`src/hdl/rdft_pkg.sv`:
```
// Shared constants, types and the arctangent step table of the real-input DFT block.
// Used by every module of the block; depends on nothing.
`timescale 1ns / 1ps
`default_nettype none

package rdft_pkg;

  localparam int MaxPoints   = 64;
  localparam int AddrW       = $clog2(MaxPoints);
  localparam int CntW        = AddrW + 1;
  localparam int SampleW     = 16;
  localparam int TwW         = 18;
  localparam int ProdW       = SampleW + TwW;
  localparam int AccW        = 40;
  localparam int DivW        = 23;
  localparam int DivCntW     = $clog2(DivW);
  localparam int CordicSteps = 14;
  localparam int CordicStart = 19898;
  localparam int AngleW      = 16;
  localparam int PolW        = 34;
  localparam int RootW       = 32;

  // One twiddle pair, Q2.15 with one = 32768.
  typedef struct packed {
    logic signed [TwW-1:0] cs;
    logic signed [TwW-1:0] sn;
  } tw_t;

  typedef enum logic [3:0] {
    S_LOAD,
    S_SETUP,
    S_SETUP_WAIT,
    S_TW,
    S_TW_WAIT,
    S_MAC_INIT,
    S_MAC,
    S_DRAIN,
    S_NORM,
    S_NORM_WAIT,
    S_POLAR,
    S_POLAR_WAIT,
    S_EMIT
  } state_e;

  // Arctangent of 2^-i in units of pi/32768.
  function automatic logic [13:0] atan_step(input logic [3:0] i);
    logic [13:0] v;
    case (i)
      4'd0:    v = 14'd8192;
      4'd1:    v = 14'd4836;
      4'd2:    v = 14'd2555;
      4'd3:    v = 14'd1297;
      4'd4:    v = 14'd651;
      4'd5:    v = 14'd326;
      4'd6:    v = 14'd163;
      4'd7:    v = 14'd81;
      4'd8:    v = 14'd41;
      4'd9:    v = 14'd20;
      4'd10:   v = 14'd10;
      4'd11:   v = 14'd5;
      4'd12:   v = 14'd3;
      4'd13:   v = 14'd1;
      default: v = 14'd0;
    endcase
    return v;
  endfunction

endpackage

`default_nettype wire

```
`src/hdl/rdft_polar.sv`:
```
// Polar conversion of one bin: rounded integer square root and CORDIC vectoring phase.
// Both run side by side, one step per cycle. Depends on rdft_pkg.
`timescale 1ns / 1ps
`default_nettype none

module rdft_polar (
  input  wire logic                                clk_i,
  input  wire logic                                rst_ni,
  input  wire logic                                start_i,
  input  wire logic signed [rdft_pkg::SampleW-1:0] re_i,
  input  wire logic signed [rdft_pkg::SampleW-1:0] im_i,
  output logic                                     done_o,
  output logic [rdft_pkg::SampleW-1:0]             mag_o,
  output logic [rdft_pkg::SampleW-1:0]             phase_o
);

  localparam int PW = rdft_pkg::PolW;
  localparam int RW = rdft_pkg::RootW;
  localparam int ZW = 18;

  logic                            busy_q;
  logic                            sq_q;
  logic                            done_q;
  logic [3:0]                      i_q;
  logic signed [rdft_pkg::SampleW-1:0] re_q, im_q;
  logic signed [PW-1:0]            x_q, y_q, dx, dy, re_ext, im_ext;
  logic signed [ZW-1:0]            z_q, at;
  logic [RW-1:0]                   rem_q, res_q, bit_q, trial, res_rnd;
  logic signed [RW-1:0]            re_sq, im_sq;
  logic                            last_step;

  assign last_step = i_q == 4'd15;
  assign dx        = y_q >>> i_q;
  assign dy        = x_q >>> i_q;
  assign at        = {4'b0000, rdft_pkg::atan_step(i_q)};
  assign re_ext    = {{(PW - rdft_pkg::SampleW){re_i[rdft_pkg::SampleW-1]}}, re_i};
  assign im_ext    = {{(PW - rdft_pkg::SampleW){im_i[rdft_pkg::SampleW-1]}}, im_i};
  assign re_sq     = re_q * re_q;
  assign im_sq     = im_q * im_q;
  assign trial     = res_q + bit_q;

  always_ff @(posedge clk_i or negedge rst_ni) begin
    if (!rst_ni) begin
      busy_q <= 1'b0;
      sq_q   <= 1'b0;
      done_q <= 1'b0;
      i_q    <= '0;
    end else begin
      done_q <= busy_q && !sq_q && last_step;
      if (start_i) begin
        busy_q <= 1'b1;
        sq_q   <= 1'b1;
        i_q    <= '0;
      end else if (sq_q) begin
        sq_q <= 1'b0;
      end else if (busy_q) begin
        i_q <= i_q + 1'b1;
        if (last_step) begin
          busy_q <= 1'b0;
        end
      end
    end
  end

  always_ff @(posedge clk_i) begin
    if (start_i) begin
      re_q <= re_i;
      im_q <= im_i;
      // Fold the left half plane by pi before vectoring.
      if (re_i[rdft_pkg::SampleW-1]) begin
        x_q <= (PW'(0) - re_ext) <<< 14;
        y_q <= (PW'(0) - im_ext) <<< 14;
        z_q <= ZW'(32768);
      end else begin
        x_q <= re_ext <<< 14;
        y_q <= im_ext <<< 14;
        z_q <= '0;
      end
    end else if (sq_q) begin
      rem_q <= RW'(re_sq) + RW'(im_sq);
      res_q <= '0;
      bit_q <= RW'(1) << 30;
    end else if (busy_q) begin
      if (rem_q >= trial) begin
        rem_q <= rem_q - trial;
        res_q <= (res_q >> 1) + bit_q;
      end else begin
        res_q <= res_q >> 1;
      end
      bit_q <= bit_q >> 2;
      if (i_q < 4'(rdft_pkg::CordicSteps)) begin
        if (y_q > 0) begin
          x_q <= x_q + dx;
          y_q <= y_q - dy;
          z_q <= z_q + at;
        end else begin
          x_q <= x_q - dx;
          y_q <= y_q + dy;
          z_q <= z_q - at;
        end
      end
    end
  end

  assign res_rnd = (rem_q > res_q) ? res_q + 1'b1 : res_q;
  assign mag_o   = res_rnd[rdft_pkg::SampleW-1:0];

  // Axes and the zero vector bypass the vectoring result.
  always_comb begin
    if (im_q == '0) begin
      phase_o = re_q[rdft_pkg::SampleW-1] ? 16'h8000 : 16'h0000;
    end else if (re_q == '0) begin
      phase_o = im_q[rdft_pkg::SampleW-1] ? 16'hC000 : 16'h4000;
    end else begin
      phase_o = z_q[rdft_pkg::SampleW-1:0];
    end
  end

  assign done_o = done_q;

endmodule

`default_nettype wire

```
`config.mk`:
```
export PLATFORM = sky130hd
export DESIGN_NAME = rdft_polar
export DESIGN_NICKNAME = d
export VERILOG_FILES = /design/src/hdl/rdft_pkg.sv /design/src/hdl/rdft_polar.sv
export SDC_FILE = /design/constraint.sdc
export NUM_CORES = 2
export LEC_CHECK = 0
export ABC_CLOCK_PERIOD_IN_PS = 8230
export CORE_MARGIN = 4
export CORE_UTILIZATION = 50
export DETAILED_ROUTE_END_ITERATION = 10
export DONT_BUFFER_PORTS = 1
export GPL_TIMING_DRIVEN = 0
export PLACE_DENSITY = 0.72
export SLEW_MARGIN = 5
export SYNTH_ARGS = -nofsm -noshare
export SYNTH_HDL_FRONTEND = slang
export SYNTH_SLANG_ARGS = --single-unit
```
`constraint.sdc`:
```
create_clock -name clk_i -period 8.23 [get_ports clk_i]
set_input_delay 1.646 -clock clk_i [delete_from_list [all_inputs] [get_ports clk_i]]
set_output_delay 1.646 -clock clk_i [all_outputs]
set_load 0.1 [all_outputs]
```
# --- Yosys cells after proc, flatten, opt, wreduce, memory -nomap -nowiden ---
# Memory sizes are Yosys's and may differ from the RTL's.
# Cells that the tools add are included.
word_totals:
  regBits: 205
  latchBits: 0
  mem_bits_rw: 0
  rom_bits: 224
  inputBits: 35
  out_inout_bits: 33
  n_memories: 1
classes:
  n_addsub: 14
  mul: 2
  div: 0
  n_lt_le_gt_ge: 4
  eq_ne: 2
  shift: 2
  muxes: 37
  n_bitwise: 1
  n_reduce_logical: 13
memory_table:
  columns: ["memory", "depth", "word_bits", "rd", "rd_clocked_by_memory_dff", "wr", "line_no", "rtl"]
  rows:
  - ["(name not given)", 16, 14, 1, 0, 0, "rdft_pkg.sv:48", "case (i)"]
op_table:
  columns: ["cell", "n"]
  rows:
  - ["two-way mux 34 bit", 12]
  - ["two-way mux 32 bit", 5]
  - ["two-way mux 16 bit", 6]
  - ["two-way mux 18 bit", 5]
  - ["adder 34 bit", 2]
  - [">>> shifter 34 x 4 -> 34 bit", 2]
  - ["subtractor 34 bit", 2]
  - ["multiplier 16 x 16 -> 32 bit", 2]
  - ["> comparator 34 x 1 -> 1 bit (second input constant)", 1]
  - ["subtractor 1 x 16 -> 17 bit (first input constant)", 2]
  - ["adder 31 x 31 -> 32 bit", 1]
  - ["adder 32 x 31 -> 32 bit", 1]
  - ["adder 32 bit", 1]
  - [">= comparator 32 bit", 1]
  - ["> comparator 32 bit", 1]
  - ["zero test 16 bit", 2]
  - ["subtractor 32 bit", 1]
  - ["two-way mux 31 bit", 1]
  - ["adder 18 x 15 -> 18 bit", 1]
  - ["subtractor 18 x 15 -> 18 bit", 1]
  - ["adder 16 x 1 -> 16 bit (second input constant)", 1]
  - ["two-way mux 4 bit", 3]
  - ["nonzero test 2 bit", 4]
  - ["AND reduction 3 bit", 2]
  - ["9 further kinds", 15]

# --- Logic depth before layout (Yosys ltp) ---
depth:
  depth_word: 7
  mapped_depth: 29

# --- Least setup slack after synthesis ---
# Ideal clock, no wire load.
synth_timing:
  path_kind: "register to register"
  from: "register im_q[15] in the netlist's numbering"
  to: "register rem_q[30], data pin"
  setup_ps: 271
  arrival_ps: 7209
  slack_ps: 750
  path_stages_with_launch: 26
  path_buffers: 1
  period_less_slack_ps: 7480
  cell_sequence: "edfxtp_1 > clkbuf_1 > and2_1 > fa_1 > fa_1 > inv_1 > fa_1 > inv_1 > fa_1 > fa_1 > fa_1 > fa_1 > inv_1 > fa_1 > inv_1 > ha_1 > a21o_1 > a21o_1 > a21oi_1 > o21ai_0 > a22oi_1 > a21oi_1 > a211oi_1 > a21oi_1 > xnor2_1 > mux2i_1"
synth_between:
  elab_chain_cells: 3
synth_lines:
  columns: ["element", "line_no", "rtl"]
  rows:
  - ["from (decl)", "rdft_polar.sv:25", "logic signed [rdft_pkg::SampleW-1:0] re_q, im_q;"]
  - ["from (signal assigned)", "rdft_polar.sv:68", "im_q <= im_i;"]
  - ["multiplier 16 x 16 -> 32 bit", "rdft_polar.sv:39", "assign im_sq = im_q * im_q;"]
  - ["adder 32 bit", "rdft_polar.sv:80", "rem_q <= RW'(re_sq) + RW'(im_sq);"]
  - ["two-way mux 32 bit", "rdft_polar.sv:79", "end else if (sq_q) begin"]
  - ["to (signal assigned)", "rdft_polar.sv:80", null]
  - ["to (signal assigned)", "rdft_polar.sv:85", "rem_q <= rem_q - trial;"]
  - ["to (decl)", "rdft_polar.sv:28", "logic [RW-1:0] rem_q, res_q, bit_q, trial, res_rnd;"]
# Every way passes these cells.
# A chain may end at the register's enable or synchronous reset.

# --- Worst setup path after layout ---
layout_timing:
  from: "register im_q[10] in the netlist's numbering"
  to: "register rem_q[31], data pin"
# Same word-level chain as after synthesis.

==> results.toml <==
[status]
outcome = "finished, final reports clean"

[logic_synthesis]
synth-main-ff-cell = "edfxtp_1"
avgSynthCellArea_um2 = 9.24
synth_top_family_by_area = "adder cells"
yosys.area_share.simple_pct = 13.8
muxShareOfSynthArea_pct = 6.51
synth_async_sr_flop_share_pct = 3.45
synth_compound_area_share_pct = 12.1
synth.distinct_cells = 93
yosysSeqAreaShare_pct = 15.2
yosys_register_bits = 203
syn-instance-count = 4303
yosysWarnings = 0
synth-adder-area-share_pct = 37.2
synthesis.area_mm2 = 0.0398
syn-num-nets = 5204
synth_xor_area_share_pct = 6.65
synth_edf_count = 196

[cells_and_area]
final_common_cell = "inv_1"
design_area_mm2 = 0.0431
nFillCells = 7189
syn_to_final_growth_pct = 8.52
nNetsFinal = 5310
final_cells = 5478
final_cell_mix = "inv_1 (703), fa_1 (523), nand2_1 (377), ha_1 (336), nor2_1 (253)"
layout-drive-gt1-share_pct = 9.22

[critical_path]
path_class = "reg -> reg"
startpoint_type = "flop"
cp_max_fo = 10
cp-end-kind = "flop"
cp_slowest_cell = "fa_1"
crit_path_frequent_cell = "fa_1"
critPathTopFamily = "adder cells"
cpPeakStageDelay_ns = 0.60
required_ns = 8.51
cp.arrival_ns = 8.34
critPathBufInv = 6

[grt]
top_usage_layer = "met2"
grtUsageTotal_pct = 29.1
antenna_found_initial = 2
global_route.usage.met1_pct = 39.3
grt_overflow = 0
use_met3_pct = 6.96
grt_pass1_vias = 32900
grt_pass1_wl_mm = 191
grt_max_degree = 54
grt_use_met2_pct = 46.2

[die]
coreArea_mm2 = 0.0789
num_io_pins = 68
die_width_um = 290
initial_core_util_pct = 50.4
rows = 103
dieArea_mm2 = 0.0841
die_y_um = 290

[timing]
finalCritPeriodShare_pct = 97.9
tightest_slew_ns = 1.41
relSlewSlack_pct = 5.93
finalSetupTns_ns = 0
hold_viol = 0
holdWs_ns = 0.503
period_minus_slack_ns = 8.06
setup_violations = 0
slew_violations = 0
fin_worst_skew_ns = 0.0348
max_freq_ghz = 0.124
rsz0062_at_grt = "true"

[routing]
first_pass_iters = 5
ant_nets = 0
via_count = 32500
drc = 0
wire_per_inst_um = 22.7
wl_mm = 124
vias_per_cell = 5.94
drtIter0Drc = 3088

[clocking]
clkSinkCount = 203
cts_tree = "done"
cts-hold-fix-buffers = 0
cts_root_buffer = "clkbuf_16"
clk_latency_ns = 0.58
cts_buffers = 24
clockBufferDepth = 3
clkSlewWorstSetupHoldPaths_ns = 0.07
h-tree-depth = 1

[job]
drv_cap = 0

[placed_design]
dp_hpwl_mm = 99.4
post_dp_cell_area_mm2 = 0.0413
dp_cells = 5355
place.port_buffers = 0
gp_congestion = 1.04

[min_path]
hold_class = "reg -> reg"
==> cell families after synthesis <==
| group | after synthesis |
|---|---|
| and+or+nand+nor | 1135 |
| buffers and inverters | 877 |
| adders and majority gates | 866 |
| AOI/OAI and AO/OA | 752 |
| xor gates and xnor gates | 301 |
| DFF | 203 |
| muxes | 169 |
==> worst paths after layout <==
path                       slack [ns]                      end  cells past startpoint               start
min                              0.50  bit_q[30]$_SDFFCE_PP1P_                      0      sq_q$_DFF_PN0_
max reg2reg                      0.17      rem_q[31]$_DFFE_PP_                     25  im_q[10]$_DFFE_PP_
max in group asynchronous        7.38       i_q[1]$_DFFE_PN0P_                      0              rst_ni
max                              0.17      rem_q[31]$_DFFE_PP_                     25  im_q[10]$_DFFE_PP_
min in group asynchronous        0.76       i_q[0]$_DFFE_PN0P_                      0              rst_ni
min reg2reg                      0.50  bit_q[30]$_SDFFCE_PP1P_                      0      sq_q$_DFF_PN0_
==> worst register-to-register path, cell delays in order, from the launching register on <==
cell and delay (ns):
edfxtp_1 0.48, buf_4 0.18, clkbuf_4 0.21, and2_1 0.19, fa_1 0.58, inv_1 0.07
fa_1 0.52, inv_1 0.06, fa_1 0.50, fa_1 0.53, fa_1 0.52, fa_1 0.52
fa_1 0.55, inv_1 0.06, fa_1 0.60, inv_1 0.09, ha_4 0.29, and3_1 0.15
o211ai_1 0.14, a31oi_2 0.31, a21oi_2 0.11, o2111ai_1 0.24, o211a_1 0.32, a211oi_2 0.13
xnor2_2 0.31, mux2i_1 0.12
==> sequential cells by signal, indices dropped and copies added (netlist names), 4 cells and up <==
signal  cells
res_q      32
im_q       16
y_q        34
z_q        16
i_q         4
re_q       16
rem_q      32
bit_q      16
x_q        34
==> through the flow <==
stage                     utilization (%)  worst slack [ns]
after detailed placement             52.3             -1.38
after global placement               52.1             -1.25
after floorplan                         -             0.750
after CTS                            53.8           -0.0403
final                                54.7             0.171
after global routing                 54.7           -0.0759
==> per-layer routing <==
metal / wire length, um / vias to the layer above / share of wire, %
li1: - / 14700 / -
met1: 49800 / 16100 / 40
met2: 56200 / 1479 / 45
met3: 13100 / 276 / 11
met4: 5440 / 2 / 4.4
met5: 18 / - / 0.014
==> final cells by class <==
class | instances | area, um2 | share of cell area [%]
Multi-Input combinational cell | 3223 | 30600 | 70.9
Timing Repair Buffer | 92 | 791 | 1.83
Sequential cell | 203 | 6060 | 14.0
Clock inverter | 15 | 226 | 0.525
Buffer | 152 | 811 | 1.88
Inverter | 713 | 2700 | 6.25
Tap cell | 1050 | 1310 | 3.05
Antenna cell | 1 | 2.50 | 0.00580
Clock buffer | 29 | 649 | 1.51
==> cell usage after synthesis, types with 54 or more instances <==
library cell / instances / area (um2)
fa_1: 527 / 10600
a31oi_1: 54 / 338
a21oi_1: 182 / 911
xnor2_1: 193 / 1690
o21ai_0: 188 / 941
mux2i_1: 66 / 661
xor2_1: 107 / 937
and2_1: 106 / 663
clkbuf_1: 117 / 439
edfxtp_1: 196 / 5890
inv_1: 709 / 2660
ha_1: 339 / 4240
nand2_1: 378 / 1420
mux4_2: 60 / 1350
a211oi_1: 56 / 420
nor2_1: 258 / 968
a21o_1: 68 / 510
nand3_1: 57 / 285
==> timing repair <==
action,in CTS,in global routing
gates cloned,0,0
setup buffers,25,65
gates resized for setup,50,97
pin swaps,2,16
setup endpoints to repair,22,16
Power is not shown: default switching activity piles up to over one toggle a cycle in this logic, so the estimate is an artifact.
