--- src/hdl/rdft_pkg.sv ---
// Shared constants, types and the arctangent step table of the real-input DFT block.
// Used by every module of the block; depends on nothing.
`timescale 1ns / 1ps
`default_nettype none

package rdft_pkg;

  localparam int MaxPoints   = 64;
  localparam int AddrW       = $clog2(MaxPoints);
  localparam int CntW        = AddrW + 1;
  localparam int SampleW     = 16;
  localparam int TwW         = 18;
  localparam int ProdW       = SampleW + TwW;
  localparam int AccW        = 40;
  localparam int DivW        = 23;
  localparam int DivCntW     = $clog2(DivW);
  localparam int CordicSteps = 14;
  localparam int CordicStart = 19898;
  localparam int AngleW      = 16;
  localparam int PolW        = 34;
  localparam int RootW       = 32;

  // One twiddle pair, Q2.15 with one = 32768.
  typedef struct packed {
    logic signed [TwW-1:0] cs;
    logic signed [TwW-1:0] sn;
  } tw_t;

  typedef enum logic [3:0] {
    S_LOAD,
    S_SETUP,
    S_SETUP_WAIT,
    S_TW,
    S_TW_WAIT,
    S_MAC_INIT,
    S_MAC,
    S_DRAIN,
    S_NORM,
    S_NORM_WAIT,
    S_POLAR,
    S_POLAR_WAIT,
    S_EMIT
  } state_e;

  // Arctangent of 2^-i in units of pi/32768.
  function automatic logic [13:0] atan_step(input logic [3:0] i);
    logic [13:0] v;
    case (i)
      4'd0:    v = 14'd8192;
      4'd1:    v = 14'd4836;
      4'd2:    v = 14'd2555;
      4'd3:    v = 14'd1297;
      4'd4:    v = 14'd651;
      4'd5:    v = 14'd326;
      4'd6:    v = 14'd163;
      4'd7:    v = 14'd81;
      4'd8:    v = 14'd41;
      4'd9:    v = 14'd20;
      4'd10:   v = 14'd10;
      4'd11:   v = 14'd5;
      4'd12:   v = 14'd3;
      4'd13:   v = 14'd1;
      default: v = 14'd0;
    endcase
    return v;
  endfunction

endpackage

`default_nettype wire

--- src/hdl/rdft_div.sv ---
// Radix-2 restoring divider, one quotient bit per cycle, unsigned operands.
// Depends on rdft_pkg.
`timescale 1ns / 1ps
`default_nettype none

module rdft_div (
  input  wire logic                        clk_i,
  input  wire logic                        rst_ni,
  input  wire logic                        start_i,
  input  wire logic [rdft_pkg::DivW-1:0]   dividend_i,
  input  wire logic [rdft_pkg::CntW-1:0]   divisor_i,
  output logic                             done_o,
  output logic [rdft_pkg::DivW-1:0]        quotient_o,
  output logic [rdft_pkg::CntW-1:0]        remainder_o
);

  logic                            busy_q;
  logic                            done_q;
  logic [rdft_pkg::DivCntW-1:0]    cnt_q;
  logic [rdft_pkg::DivW-1:0]       dq_q;
  logic [rdft_pkg::CntW-1:0]       rem_q;
  logic [rdft_pkg::CntW-1:0]       dvs_q;
  logic [rdft_pkg::CntW:0]         trial;
  logic [rdft_pkg::CntW:0]         diff;
  logic                            ge;
  logic                            last_step;

  assign trial     = {rem_q, dq_q[rdft_pkg::DivW-1]};
  assign ge        = trial >= {1'b0, dvs_q};
  assign diff      = trial - {1'b0, dvs_q};
  assign last_step = cnt_q == rdft_pkg::DivCntW'(rdft_pkg::DivW - 1);

  always_ff @(posedge clk_i or negedge rst_ni) begin
    if (!rst_ni) begin
      busy_q <= 1'b0;
      done_q <= 1'b0;
      cnt_q  <= '0;
    end else begin
      done_q <= busy_q && last_step;
      if (start_i) begin
        busy_q <= 1'b1;
        cnt_q  <= '0;
      end else if (busy_q) begin
        cnt_q <= cnt_q + 1'b1;
        if (last_step) begin
          busy_q <= 1'b0;
        end
      end
    end
  end

  // Shift the dividend out at the top and the quotient in at the bottom.
  always_ff @(posedge clk_i) begin
    if (start_i) begin
      dq_q  <= dividend_i;
      rem_q <= '0;
      dvs_q <= divisor_i;
    end else if (busy_q) begin
      dq_q  <= {dq_q[rdft_pkg::DivW-2:0], ge};
      rem_q <= ge ? diff[rdft_pkg::CntW-1:0] : trial[rdft_pkg::CntW-1:0];
    end
  end

  assign done_o      = done_q;
  assign quotient_o  = dq_q;
  assign remainder_o = rem_q;

endmodule

`default_nettype wire

--- config.mk ---
export PLATFORM = sky130hd
export DESIGN_NAME = rdft_div
export DESIGN_NICKNAME = d
export VERILOG_FILES = /design/src/hdl/rdft_pkg.sv /design/src/hdl/rdft_div.sv
export SDC_FILE = /design/constraint.sdc
export NUM_CORES = 1
export LEC_CHECK = 0
export ABC_CLOCK_PERIOD_IN_PS = 4210
export CORE_MARGIN = 2
export CORE_UTILIZATION = 55
export CTS_BUF_LIST = sky130_fd_sc_hd__clkbuf_8
export CTS_CLUSTER_DIAMETER = 60
export DETAILED_ROUTE_END_ITERATION = 10
export DONT_BUFFER_PORTS = 1
export PLACE_DENSITY = 0.82
export SLEW_MARGIN = 20
export SYNTH_ARGS = -nofsm -noshare
export SYNTH_HDL_FRONTEND = slang
export SYNTH_SLANG_ARGS = --single-unit
--- constraint.sdc ---
create_clock -name clk_i -period 4.21 [get_ports clk_i]
set_input_delay 0.6315 -clock clk_i [delete_from_list [all_inputs] [get_ports clk_i]]
set_output_delay 0.6315 -clock clk_i [all_outputs]
set_load 0.05 [all_outputs]
---- Word level (Yosys, flattened, before mapping) ----
Cells that the tools add are included.
word-level totals
  logic and storage cells ................. 20
  bits of input ports ..................... 33
  bits in registers ....................... 44
operators by class
  reductions and logical operators ........ 2
  mux-type cells .......................... 8
  add/sub/neg operators ................... 2
  equality and inequality tests ........... 1
  $lt $le $gt $ge ......................... 1
operator list
  cell                   count
  $mux W23               2
  $mux W5                2
  $ge A8 B7 Y1           1
  $mux W7                1
  $sub A7 B7 Y7          1
  $add A5 B1 Y5 const B  1
  $eq A5 B5 Y1 const B   1
  $mux W1                3
  $reduce_bool A2 Y1     1
  $logic_and A1 B1 Y1    1

---- Longest topological paths before layout ----
Gate-level depths: netlist (run 1).
  word-level depth ........................ 4
  gate-level depth with buffers ........... 9
  depth with buffers taken out ............ 7

---- Worst setup path after synthesis (run 1) ----
OpenSTA, ideal clock, no wires.
  path kind ............................... flip-flop to flip-flop
  from .................................... register dq_q, in the netlist quotient_o[22]
  to ...................................... register rem_q, in the netlist remainder_o[0]
  library setup time ...................... 88 ps
  setup slack ............................. 1675 ps
  buffers on the path ..................... 2
  arrival time ............................ 2447 ps
  stages on the path, launching flop included .. 10
  path through ............................ edfxtp_1 inv_1 ha_1 fa_1 nand2b_1 a211o_1 buf_6 and3_1 buf_6 a311oi_2
on the way
  word-level cells in the longest chain between the ends .. 2
  elaborated cells between the ends (all ways) .. 3
  classes of those cells .................. add/sub (1); order compare (1); mux (1)
RTL lines
  item                                           RTL line                        text
  from (decl)                                    rdft_div.sv:20                  logic [rdft_pkg::DivW-1:0] dq_q;
  from (signal assigned)                         rdft_div.sv:55                  dq_q <= dividend_i;
  from (signal assigned)                         rdft_div.sv:59                  dq_q <= {dq_q[rdft_pkg::DivW-2:0], ge};
  $sub A7 B7 Y7 or $ge A8 B7 Y1 (tied branches)  rdft_div.sv:30, rdft_div.sv:29
  $mux W7 *                                      rdft_div.sv:60                  rem_q <= ge ? diff[rdft_pkg::CntW-1:0] : trial[rdft_pkg::CntW-1:0];
  to (signal assigned)                           rdft_div.sv:60
  to (decl)                                      rdft_div.sv:21                  logic [rdft_pkg::CntW-1:0] rem_q;
Mark *: on every way between the ends. The rest lies on a longest branch, timed or not.
A chain may end at the register's enable or synchronous reset.

---- Worst setup path in the final report (run 1) ----
  from .................................... register dq_q, in the netlist quotient_o[22]
  to ...................................... register rem_q, in the netlist remainder_o[3]
The elaborated chain is that of the path after synthesis.

==> results of run 1 <==
stage by stage:
stage / hold WS (ps) / std cells / power, mW
CTS: 9.75 / 237 / 1.50
finish: 417 / 238 / 1.49
detailed placement: 336 / 229 / 1.24
floorplan: 336 / 189 / 1.18
global placement: 336 / 229 / 1.22
global route: 384 / 238 / 1.57
synthesized netlist by cell type, types with 2 or more instances:
master	count
a211oi_1	3
a21o_1	2
a311oi_2	2
a31oi_1	2
a41oi_1	4
buf_6	3
clkbuf_1	5
dfrtp_1	7
dfxtp_1	7
edfxtp_1	30
ha_1	9
inv_1	14
mux2_2	22
nand2_1	7
nand2b_1	2
nand4_1	4
nor2_1	13
nor2b_1	3
nor3_1	2
nor3b_1	5
o21a_1	2
o21ai_0	5
o21bai_1	2
o31ai_1	2
or2_2	3
or2b_1	2
xnor2_1	3
xor2_1	3
worst paths after layout:
check                                          from                     endpoint  slack, ps  depth (start not counted)
max reg2reg                quotient_o[22]$_DFFE_PP_  remainder_o[3]$_SDFFE_PP0P_       1510                          7
min                                         start_i         cnt_q[2]$_DFFE_PN0P_        420                          1
max in group asynchronous                    rst_ni             done_o$_DFF_PN0_       3310                          1
min in group asynchronous                    rst_ni         cnt_q[0]$_DFFE_PN0P_        660                          1
max                        quotient_o[22]$_DFFE_PP_  remainder_o[3]$_SDFFE_PP0P_       1510                          7
min reg2reg                    cnt_q[4]$_DFFE_PN0P_         cnt_q[4]$_DFFE_PN0P_        560                          2
final cells by class:
| class | instances | area (µm²) |
|---|---|---|
| Clock buffer | 5 | 68.8 |
| Clock inverter | 3 | 18.8 |
| Tap cell | 50 | 62.6 |
| Fill cell | 317 | 1610 |
| Multi-Input combinational cell | 121 | 992 |
| Inverter | 14 | 52.6 |
| Sequential cell | 44 | 1220 |
| Timing Repair Buffer | 1 | 10.0 |
logic make-up after synthesis:
group | count (synthesis) | synth area share, %
muxes | 23 | 11.1
adders and majority gates | 10 | 5.71
xor gates and xnor gates | 6 | 2.26
AOI/OAI and AO/OA | 34 | 12.2
DFF | 44 | 52.3
and+or+nand+nor | 48 | 11.4
buffers and inverters | 24 | 5.01
flip-flops by register name, summed over array words and instances (netlist names):
register,flops
dvs_q,7
remainder_o,7
cnt_q,5
done_o,1
busy_q,1
quotient_o,23
worst register-to-register path, stage by stage (launching register included):
cell	delay [ps]
edfxtp_1	660
inv_1	150
ha_1	260
fa_1	400
nand2b_1	170
a211o_1	370
and3_1	310
o31ai_1	280
per-layer routing:
| metal | share of wire [%] | wire, µm | vias to the layer above |
|---|---|---|---|
| li1 | - | - | 691 |
| met3 | 7.2 | 318 | 12 |
| met4 | 2.1 | 95 | 0 |
| met2 | 51 | 2240 | 63 |
| met5 | 0 | 0 | - |
| met1 | 40 | 1780 | 715 |
power by group:
| part | leakage [nW] | internal (mW) | switching [mW] | total (mW) |
|---|---|---|---|---|
| clock | 0.0378 | 0.114 | 0.142 | 0.256 |
| sequential | 0.461 | 0.539 | 0.276 | 0.815 |
| combinational | 0.455 | 0.204 | 0.218 | 0.422 |
| total | 0.953 | 0.857 | 0.636 | 1.49 |
what timing repair did:
action / CTS / global route
hold buffers: 0 / 1
resized for setup: 0 / 0
endpoints found under the hold margin: 0 / 7
setup buffers: 0 / 0
==> results.txt, run 1 <==
Final worst path period share -> 64.2%
DRT Wirelength -> 4440 µm
Delay-heaviest family, CP -> flip-flops
Initial antenna violation count -> 0
Met2 Resource Use GR -> 31.9%
Top FF cell, synth -> edfxtp_1
F_max -> 370 MHz
Register area share after synthesis -> 52.3%
Cell area after layout -> 2420 µm²
Fin. Hold Viols -> 0
Post-Syn Area -> 2320 µm²
Antenna diodes -> 0
Crit start category -> flop
Leading cell type in the layout, fill and taps excluded -> edfxtp_1
Grt peak-use layer -> met2
Unrepaired setup endpoints after global routing -> no
First-pass GRT wire length -> 7160 µm
Post-Syn Nets -> 232
Post-synth top area cell -> edfxtp_1
Crit-path max cell delay -> 660 ps
# IOs -> 64
Status -> complete, no violations
Max Cap Violations -> 0
Setup Skew -> 4.14 ps
Met3 usage -> 6.87%
Slew headroom -> 48.2%
Routed wire per std cell -> 18.6 µm
Rows -> 23
H-tree depth -> 2
TritonCTS buffer count -> 5
Post-route ant nets -> 0
Synth Area per Inst -> 12.3 µm²
Die Area -> 4760 µm²
Total global routing overflow -> 0
Post-synth EDFFs -> 30
Die Span X -> 69.0 µm
Syn. warnings -> 0
FFs w/ async S/R, synth -> 15.9%
Buf/Inv on CP -> 1
Fin. max-slew vios -> 0
Ratio of cells with drive above 1 in the final layout -> 19.7%
CORE AREA -> 4030 µm²
Setup ws final -> 1510 ps
Routability-driven placement congestion ratio -> 0.895
CTS Sinks -> 44
Power Dens Cells -> 617 nW/µm²
Gr usage total -> 19.1%
CTS tree -> done
GRT met1 Usage -> 22.5%
Vias post-DR -> 1481
Worst setup EP type -> flop
Measured slew at the worst slew-check pin -> 776 ps
Clock root cell -> clkbuf_8
Initial Util -> 57.7%
Port bufs -> 0
DR iter-0 viols -> 54
Maximum vdd drop -> 291 µV
LEAKAGE -> 0.953 nW
Vias per cell -> 6.22
Setup violations, final -> 0
Req. time, crit path -> 4420 ps
Die Y -> 69.0 µm
Detail Placement HPWL -> 3190 µm
Cells after Synth -> 189
Largest net degree at the start of global routing -> 52
Crit Path Max Fanout -> 9
DR DRC count -> 0
Worst min path class -> in2reg
Number of global-route vias before repair -> 1441
Pre-CTS WS -> 1530 ps
Post-layout util -> 60.1%
Setup TNS -> 0 ps
CP max stage cell -> edfxtp_1
FF+latch count, synth -> 44
NumNets Final -> 230
Synth cell types -> 49
TritonRoute pass-1 iters -> 4
Clk slew on worst S/H paths -> 80 ps
Synth area leaders -> edfxtp_1, mux2_2, dfrtp_1
Clk_lat worst skew -> 300 ps
Crit path cell chain -> inv_1, ha_1, fa_1, nand2b_1, a211o_1, and3_1, o31ai_1
Critical path class -> reg2reg
Synthesis-to-finish area growth -> 4.14%
Worst EP arrival -> 2910 ps
Minimum clock period -> 2700 ps
Most frequent cells in the layout -> edfxtp_1, mux2_2, inv_1
Synth top area share -> 38.8%
CTS max path bufs -> 2
Placed cell areas -> 2320 µm²
(Power assumes the default switching activity.)
==> inputs of run 2 (changes only) <==
ABC_CLOCK_PERIOD_IN_PS = 2800   (was 4210)
clock period = 2.8 ns   (was 4.21 ns; I/O delays follow)
==> run 2 against run 1 <==
Effect of this change:
- sequential cell count unchanged
- fmax increased by 16%
- sequential share of layout area decreased by 1.6 points
- global-route usage decreased by 0.12 points
- critical path depth unchanged
- critical endpoint unchanged
- cell count increased by 2.9%
- via count increased by 1.9%
- worst hold slack got worse by 200 ps
- non-clock buffer count increased by 7
==> results.txt, run 2 (same netlist as run 1, synthesis figures left out) <==
Largest net degree at the start of global routing -> 52
H-tree depth -> 2
Cell area after layout -> 2500 µm²
CTS tree -> done
Die Area -> 4760 µm²
Power Total -> 2.42 mW
Clock root cell -> clkbuf_8
Minimum clock period -> 2320 ps
Rows -> 23
Crit Path Max Fanout -> 9
DR DRC count -> 0
CTS Sinks -> 44
TritonRoute pass-1 iters -> 4
Post-route ant nets -> 0
DRT Wirelength -> 4570 µm
Crit start category -> flop
Antenna diodes -> 0
Post-CTS Setup Bufs -> 0
LEAKAGE -> 1.01 nW
Ratio of cells with drive above 1 in the final layout -> 23.1%
NumNets Final -> 237
Status -> complete, no violations
Fin. max-slew vios -> 0
Final worst path period share -> 82.8%
Largest register FFs -> 23
Req. time, crit path -> 3010 ps
Worst min path class -> in2reg
Fin. Hold Viols -> 0
TritonCTS buffer count -> 5
Post-CTS sizing -> 0
Setup Skew -> 9.21 ps
Number of global-route vias before repair -> 1480
Detail Placement HPWL -> 3410 µm
DR iter-0 viols -> 57
Die Span X -> 69.0 µm
Total global routing overflow -> 0
Clk slew on worst S/H paths -> 90 ps
# IOs -> 64
Critical path class -> reg2reg
Routability-driven placement congestion ratio -> 0.857
Slew headroom -> 58.1%
First-pass GRT wire length -> 7180 µm
Initial antenna violation count -> 0
Gr usage total -> 19.0%
Hold buffers post-CTS -> 1
Worst EP arrival -> 2530 ps
Unrepaired setup endpoints after global routing -> no
Maximum vdd drop -> 534 µV
Measured slew at the worst slew-check pin -> 627 ps
Most frequent cells in the layout -> edfxtp_1, mux2_2, inv_1
Max Cap Violations -> 0
Initial Util -> 57.7%
CTS max path bufs -> 2
Synthesis-to-finish area growth -> 7.59%
Routed wire per std cell -> 18.6 µm
Clk_lat worst skew -> 300 ps
Die Y -> 69.0 µm
Setup TNS -> 0 ps
Vias post-DR -> 1509
CORE AREA -> 4030 µm²
F_max -> 431 MHz
Power Dens Cells -> 968 nW/µm²
Placed cell areas -> 2380 µm²
Leading cell type in the layout, fill and taps excluded -> edfxtp_1
Setup violations, final -> 0
Port bufs -> 0
Worst setup EP type -> flop
Vias per cell -> 6.16
==> run 2: changes by cell type in the layout (fill, tap and decap cells not counted) <==
cell	before	now
buf_4	0	7
clkinvlp_4	2	1
bufinv_16	0	1
clkinv_1	1	0
inv_6	0	1
==> run 2: area by class of cell <==
| cell class | count | area, µm² |
|---|---|---|
| Tap cell | 50 | 62.6 |
| Inverter | 14 | 52.6 |
| Multi-Input combinational cell | 121 | 992 |
| Clock inverter | 3 | 46.3 |
| Timing Repair Buffer | 8 | 62.6 |
| Clock buffer | 5 | 68.8 |
| Fill cell | 308 | 1530 |
| Sequential cell | 44 | 1220 |
==> run 2: worst max-delay path, stage by stage, from the launching register on <==
cell	delay, ps
edfxtp_1	360
inv_1	70
ha_1	240
fa_1	420
nand2b_1	180
a211o_1	370
and3_1	310
o31ai_1	280
==> run 2: stage by stage <==
stage	hold WS (ps)	util [%]	setup slack (ps)	instances
floorplan	124	-	265	189
global placement	125	59.0	637	236
detailed placement	125	59.0	544	236
CTS	184	62.1	486	245
global route	178	62.1	336	245
finish	215	62.1	480	245
==> run 2: per-layer routing <==
layer  vias to the layer above  track usage, %  share of wire, %
met4                         0            6.10              0.83
met1                       738            22.3                40
met3                         4            6.43               7.4
met2                        58            32.6                52
met5                         -               0                 0
li1                        709               -                 -
==> run 2: path summary, 6_finish.rpt <==
kind,startpoint,endpoint,slack [ps],depth (start not counted)
min in group asynchronous,rst_ni,cnt_q[1]$_DFFE_PN0P_,440,1
hold / removal,start_i,cnt_q[1]$_DFFE_PN0P_,220,1
setup reg to reg,quotient_o[22]$_DFFE_PP_,remainder_o[3]$_SDFFE_PP0P_,480,7
hold reg to reg,cnt_q[3]$_DFFE_PN0P_,cnt_q[3]$_DFFE_PN0P_,610,2
setup / recovery,quotient_o[22]$_DFFE_PP_,remainder_o[3]$_SDFFE_PP0P_,480,7
max in group asynchronous,rst_ni,cnt_q[2]$_DFFE_PN0P_,2110,1
==> run 2: power by group <==
part / switching, mW / internal (mW) / total (mW)
clock: 0.222 / 0.269 / 0.490
sequential: 0.264 / 0.810 / 1.07
combinational: 0.509 / 0.349 / 0.858
==> inputs of run 3 (changes only) <==
ABC_CLOCK_PERIOD_IN_PS = 2200   (was 2800)
clock period = 2.2 ns   (was 2.8 ns; I/O delays follow)
==> run 3 against run 2 <==
Effect of this change:
- fmax rose by 12%
- combinational power rose by 38%
- global-route usage fell by 0.36 points
- sequential cell count did not move
- worst setup slack got worse by 340 ps
- first-iteration DRC count rose by 3.5%
- critical path depth did not move
- via count rose by 0.60%
- die area did not move
- critical path type unchanged
==> results.txt, run 3 (same netlist as run 1, synthesis figures left out) <==
Number of global-route vias before repair -> 1489
Setup Skew -> 7.47 ps
Unrepaired setup endpoints after global routing -> no
DR DRC count -> 0
Measured slew at the worst slew-check pin -> 616 ps
Initial Util -> 57.7%
Pint -> 1.87 mW
Max Cap Violations -> 0
Initial antenna violation count -> 0
Combinational power share -> 37.2%
Setup violations, final -> 0
NumNets Final -> 239
R2r startpoint -> quotient_o[22]$_DFFE_PP_
Clk slew on worst S/H paths -> 90 ps
Gr usage total -> 18.6%
Fin. Hold Viols -> 0
CORE AREA -> 4030 µm²
P_sw -> 1.29 mW
Routed wire per std cell -> 17.7 µm
Clk_lat worst skew -> 300 ps
Crit path from -> quotient_o[22]$_DFFE_PP_
Status -> complete, no violations
DR iter-0 viols -> 59
Post-route ant nets -> 0
Vias post-DR -> 1518
TritonRoute pass-1 iters -> 4
Crit Path Max Fanout -> 9
Slew headroom -> 58.9%
Critical path class -> reg2reg
Switching part of the total -> 40.8%
Minimum clock period -> 2060 ps
Largest register FFs -> 23
Setup TNS -> 0 ps
# IOs -> 64
Cells after DPL -> 238
DRT Wirelength -> 4380 µm
Power Dens Cells -> 1240 nW/µm²
Hold_sp -> start_i
Clock root cell -> clkbuf_8
Clock network power share -> 20.2%
Fin. max-slew vios -> 0
Die Y -> 69.0 µm
TritonCTS buffer count -> 5
Antenna diodes -> 0
Port bufs -> 0
Synthesis-to-finish area growth -> 9.42%
Worst setup EP type -> flop
Post-CTS sizing -> 0
Final worst path period share -> 93.8%
Seq pwr share -> 42.5%
Largest net degree at the start of global routing -> 52
Routability-driven placement congestion ratio -> 0.802
LEAKAGE -> 1.02 nW
H-tree depth -> 2
Maximum vdd drop -> 700 µV
Ratio of cells with drive above 1 in the final layout -> 26.4%
Leading cell type in the layout, fill and taps excluded -> edfxtp_1
Layout Cells excl Fill -> 247
Most frequent cells in the layout -> edfxtp_1, mux2_2, inv_1, nor2_1, buf_4
Detail Placement HPWL -> 3220 µm
Power Total -> 3.16 mW
Die Area -> 4760 µm²
Req. time, crit path -> 2420 ps
CTS tree -> done
Hold buffers post-CTS -> 1
Die Span X -> 69.0 µm
F_max -> 484 MHz
CTS Sinks -> 44
Worst EP arrival -> 2280 ps
Worst min path class -> in2reg
Post-CTS Setup Bufs -> 0
Total global routing overflow -> 0
First-pass GRT wire length -> 7090 µm
Rows -> 23
CTS max path bufs -> 2
Vias per cell -> 6.15
Crit start category -> flop
-- run 3: layer usage --
metal	track usage (%)	part of all wire (%)
met5	0	0
met4	6.97	1.3
met3	5.12	5.3
met2	31.7	51
met1	22.4	42
-- run 3: path summary, 6_finish.rpt --
kind	to	slack [ps]	depth (start not counted)
hold reg to reg	cnt_q[4]$_DFFE_PN0P_	570	2
hold / removal	cnt_q[4]$_DFFE_PN0P_	90	1
setup reg to reg	remainder_o[3]$_SDFFE_PP0P_	140	7
setup / recovery	remainder_o[3]$_SDFFE_PP0P_	140	7
min in group asynchronous	cnt_q[4]$_DFFE_PN0P_	340	1
max in group asynchronous	busy_q$_DFF_PN0_	1620	1
-- run 3: power by group through the flow --
stage	clock [mW]	combinational (mW)	sequential, mW
after floorplan	0	0.769	1.52
after CTS	0.644	1.18	1.35
after detailed placement	0	1.17	1.36
after global placement	0	1.13	1.36
final	0.639	1.18	1.34
after global routing	0.676	1.27	1.36
-- run 3: final cells by class --
| type | count | area, µm² |
|---|---|---|
| Inverter | 14 | 52.6 |
| Fill cell | 304 | 1490 |
| Tap cell | 50 | 62.6 |
| Sequential cell | 44 | 1220 |
| Timing Repair Buffer | 10 | 77.6 |
| Multi-Input combinational cell | 121 | 1020 |
| Clock inverter | 3 | 46.3 |
| Clock buffer | 5 | 68.8 |
-- run 3: worst max-delay path, cell delays in order, from the launching register on --
cell and delay, ps:
edfxtp_1 390, inv_2 70, ha_4 160, fa_2 350, nand2b_4 150, a211o_1 370
and3_4 260, o31ai_1 240
-- run 3: through the flow --
stage | hold slack, ps | utilization [%] | worst slack, ps | instance area [µm²]
after detailed placement | 34.6 | 60.0 | 131 | 2420
after CTS | 80.6 | 63.1 | 129 | 2540
final | 91.5 | 63.1 | 136 | 2540
after floorplan | 34.4 | - | -186 | 2350
after global placement | 34.6 | 60.0 | 210 | 2420
after global routing | 72.1 | 63.1 | 33.4 | 2540
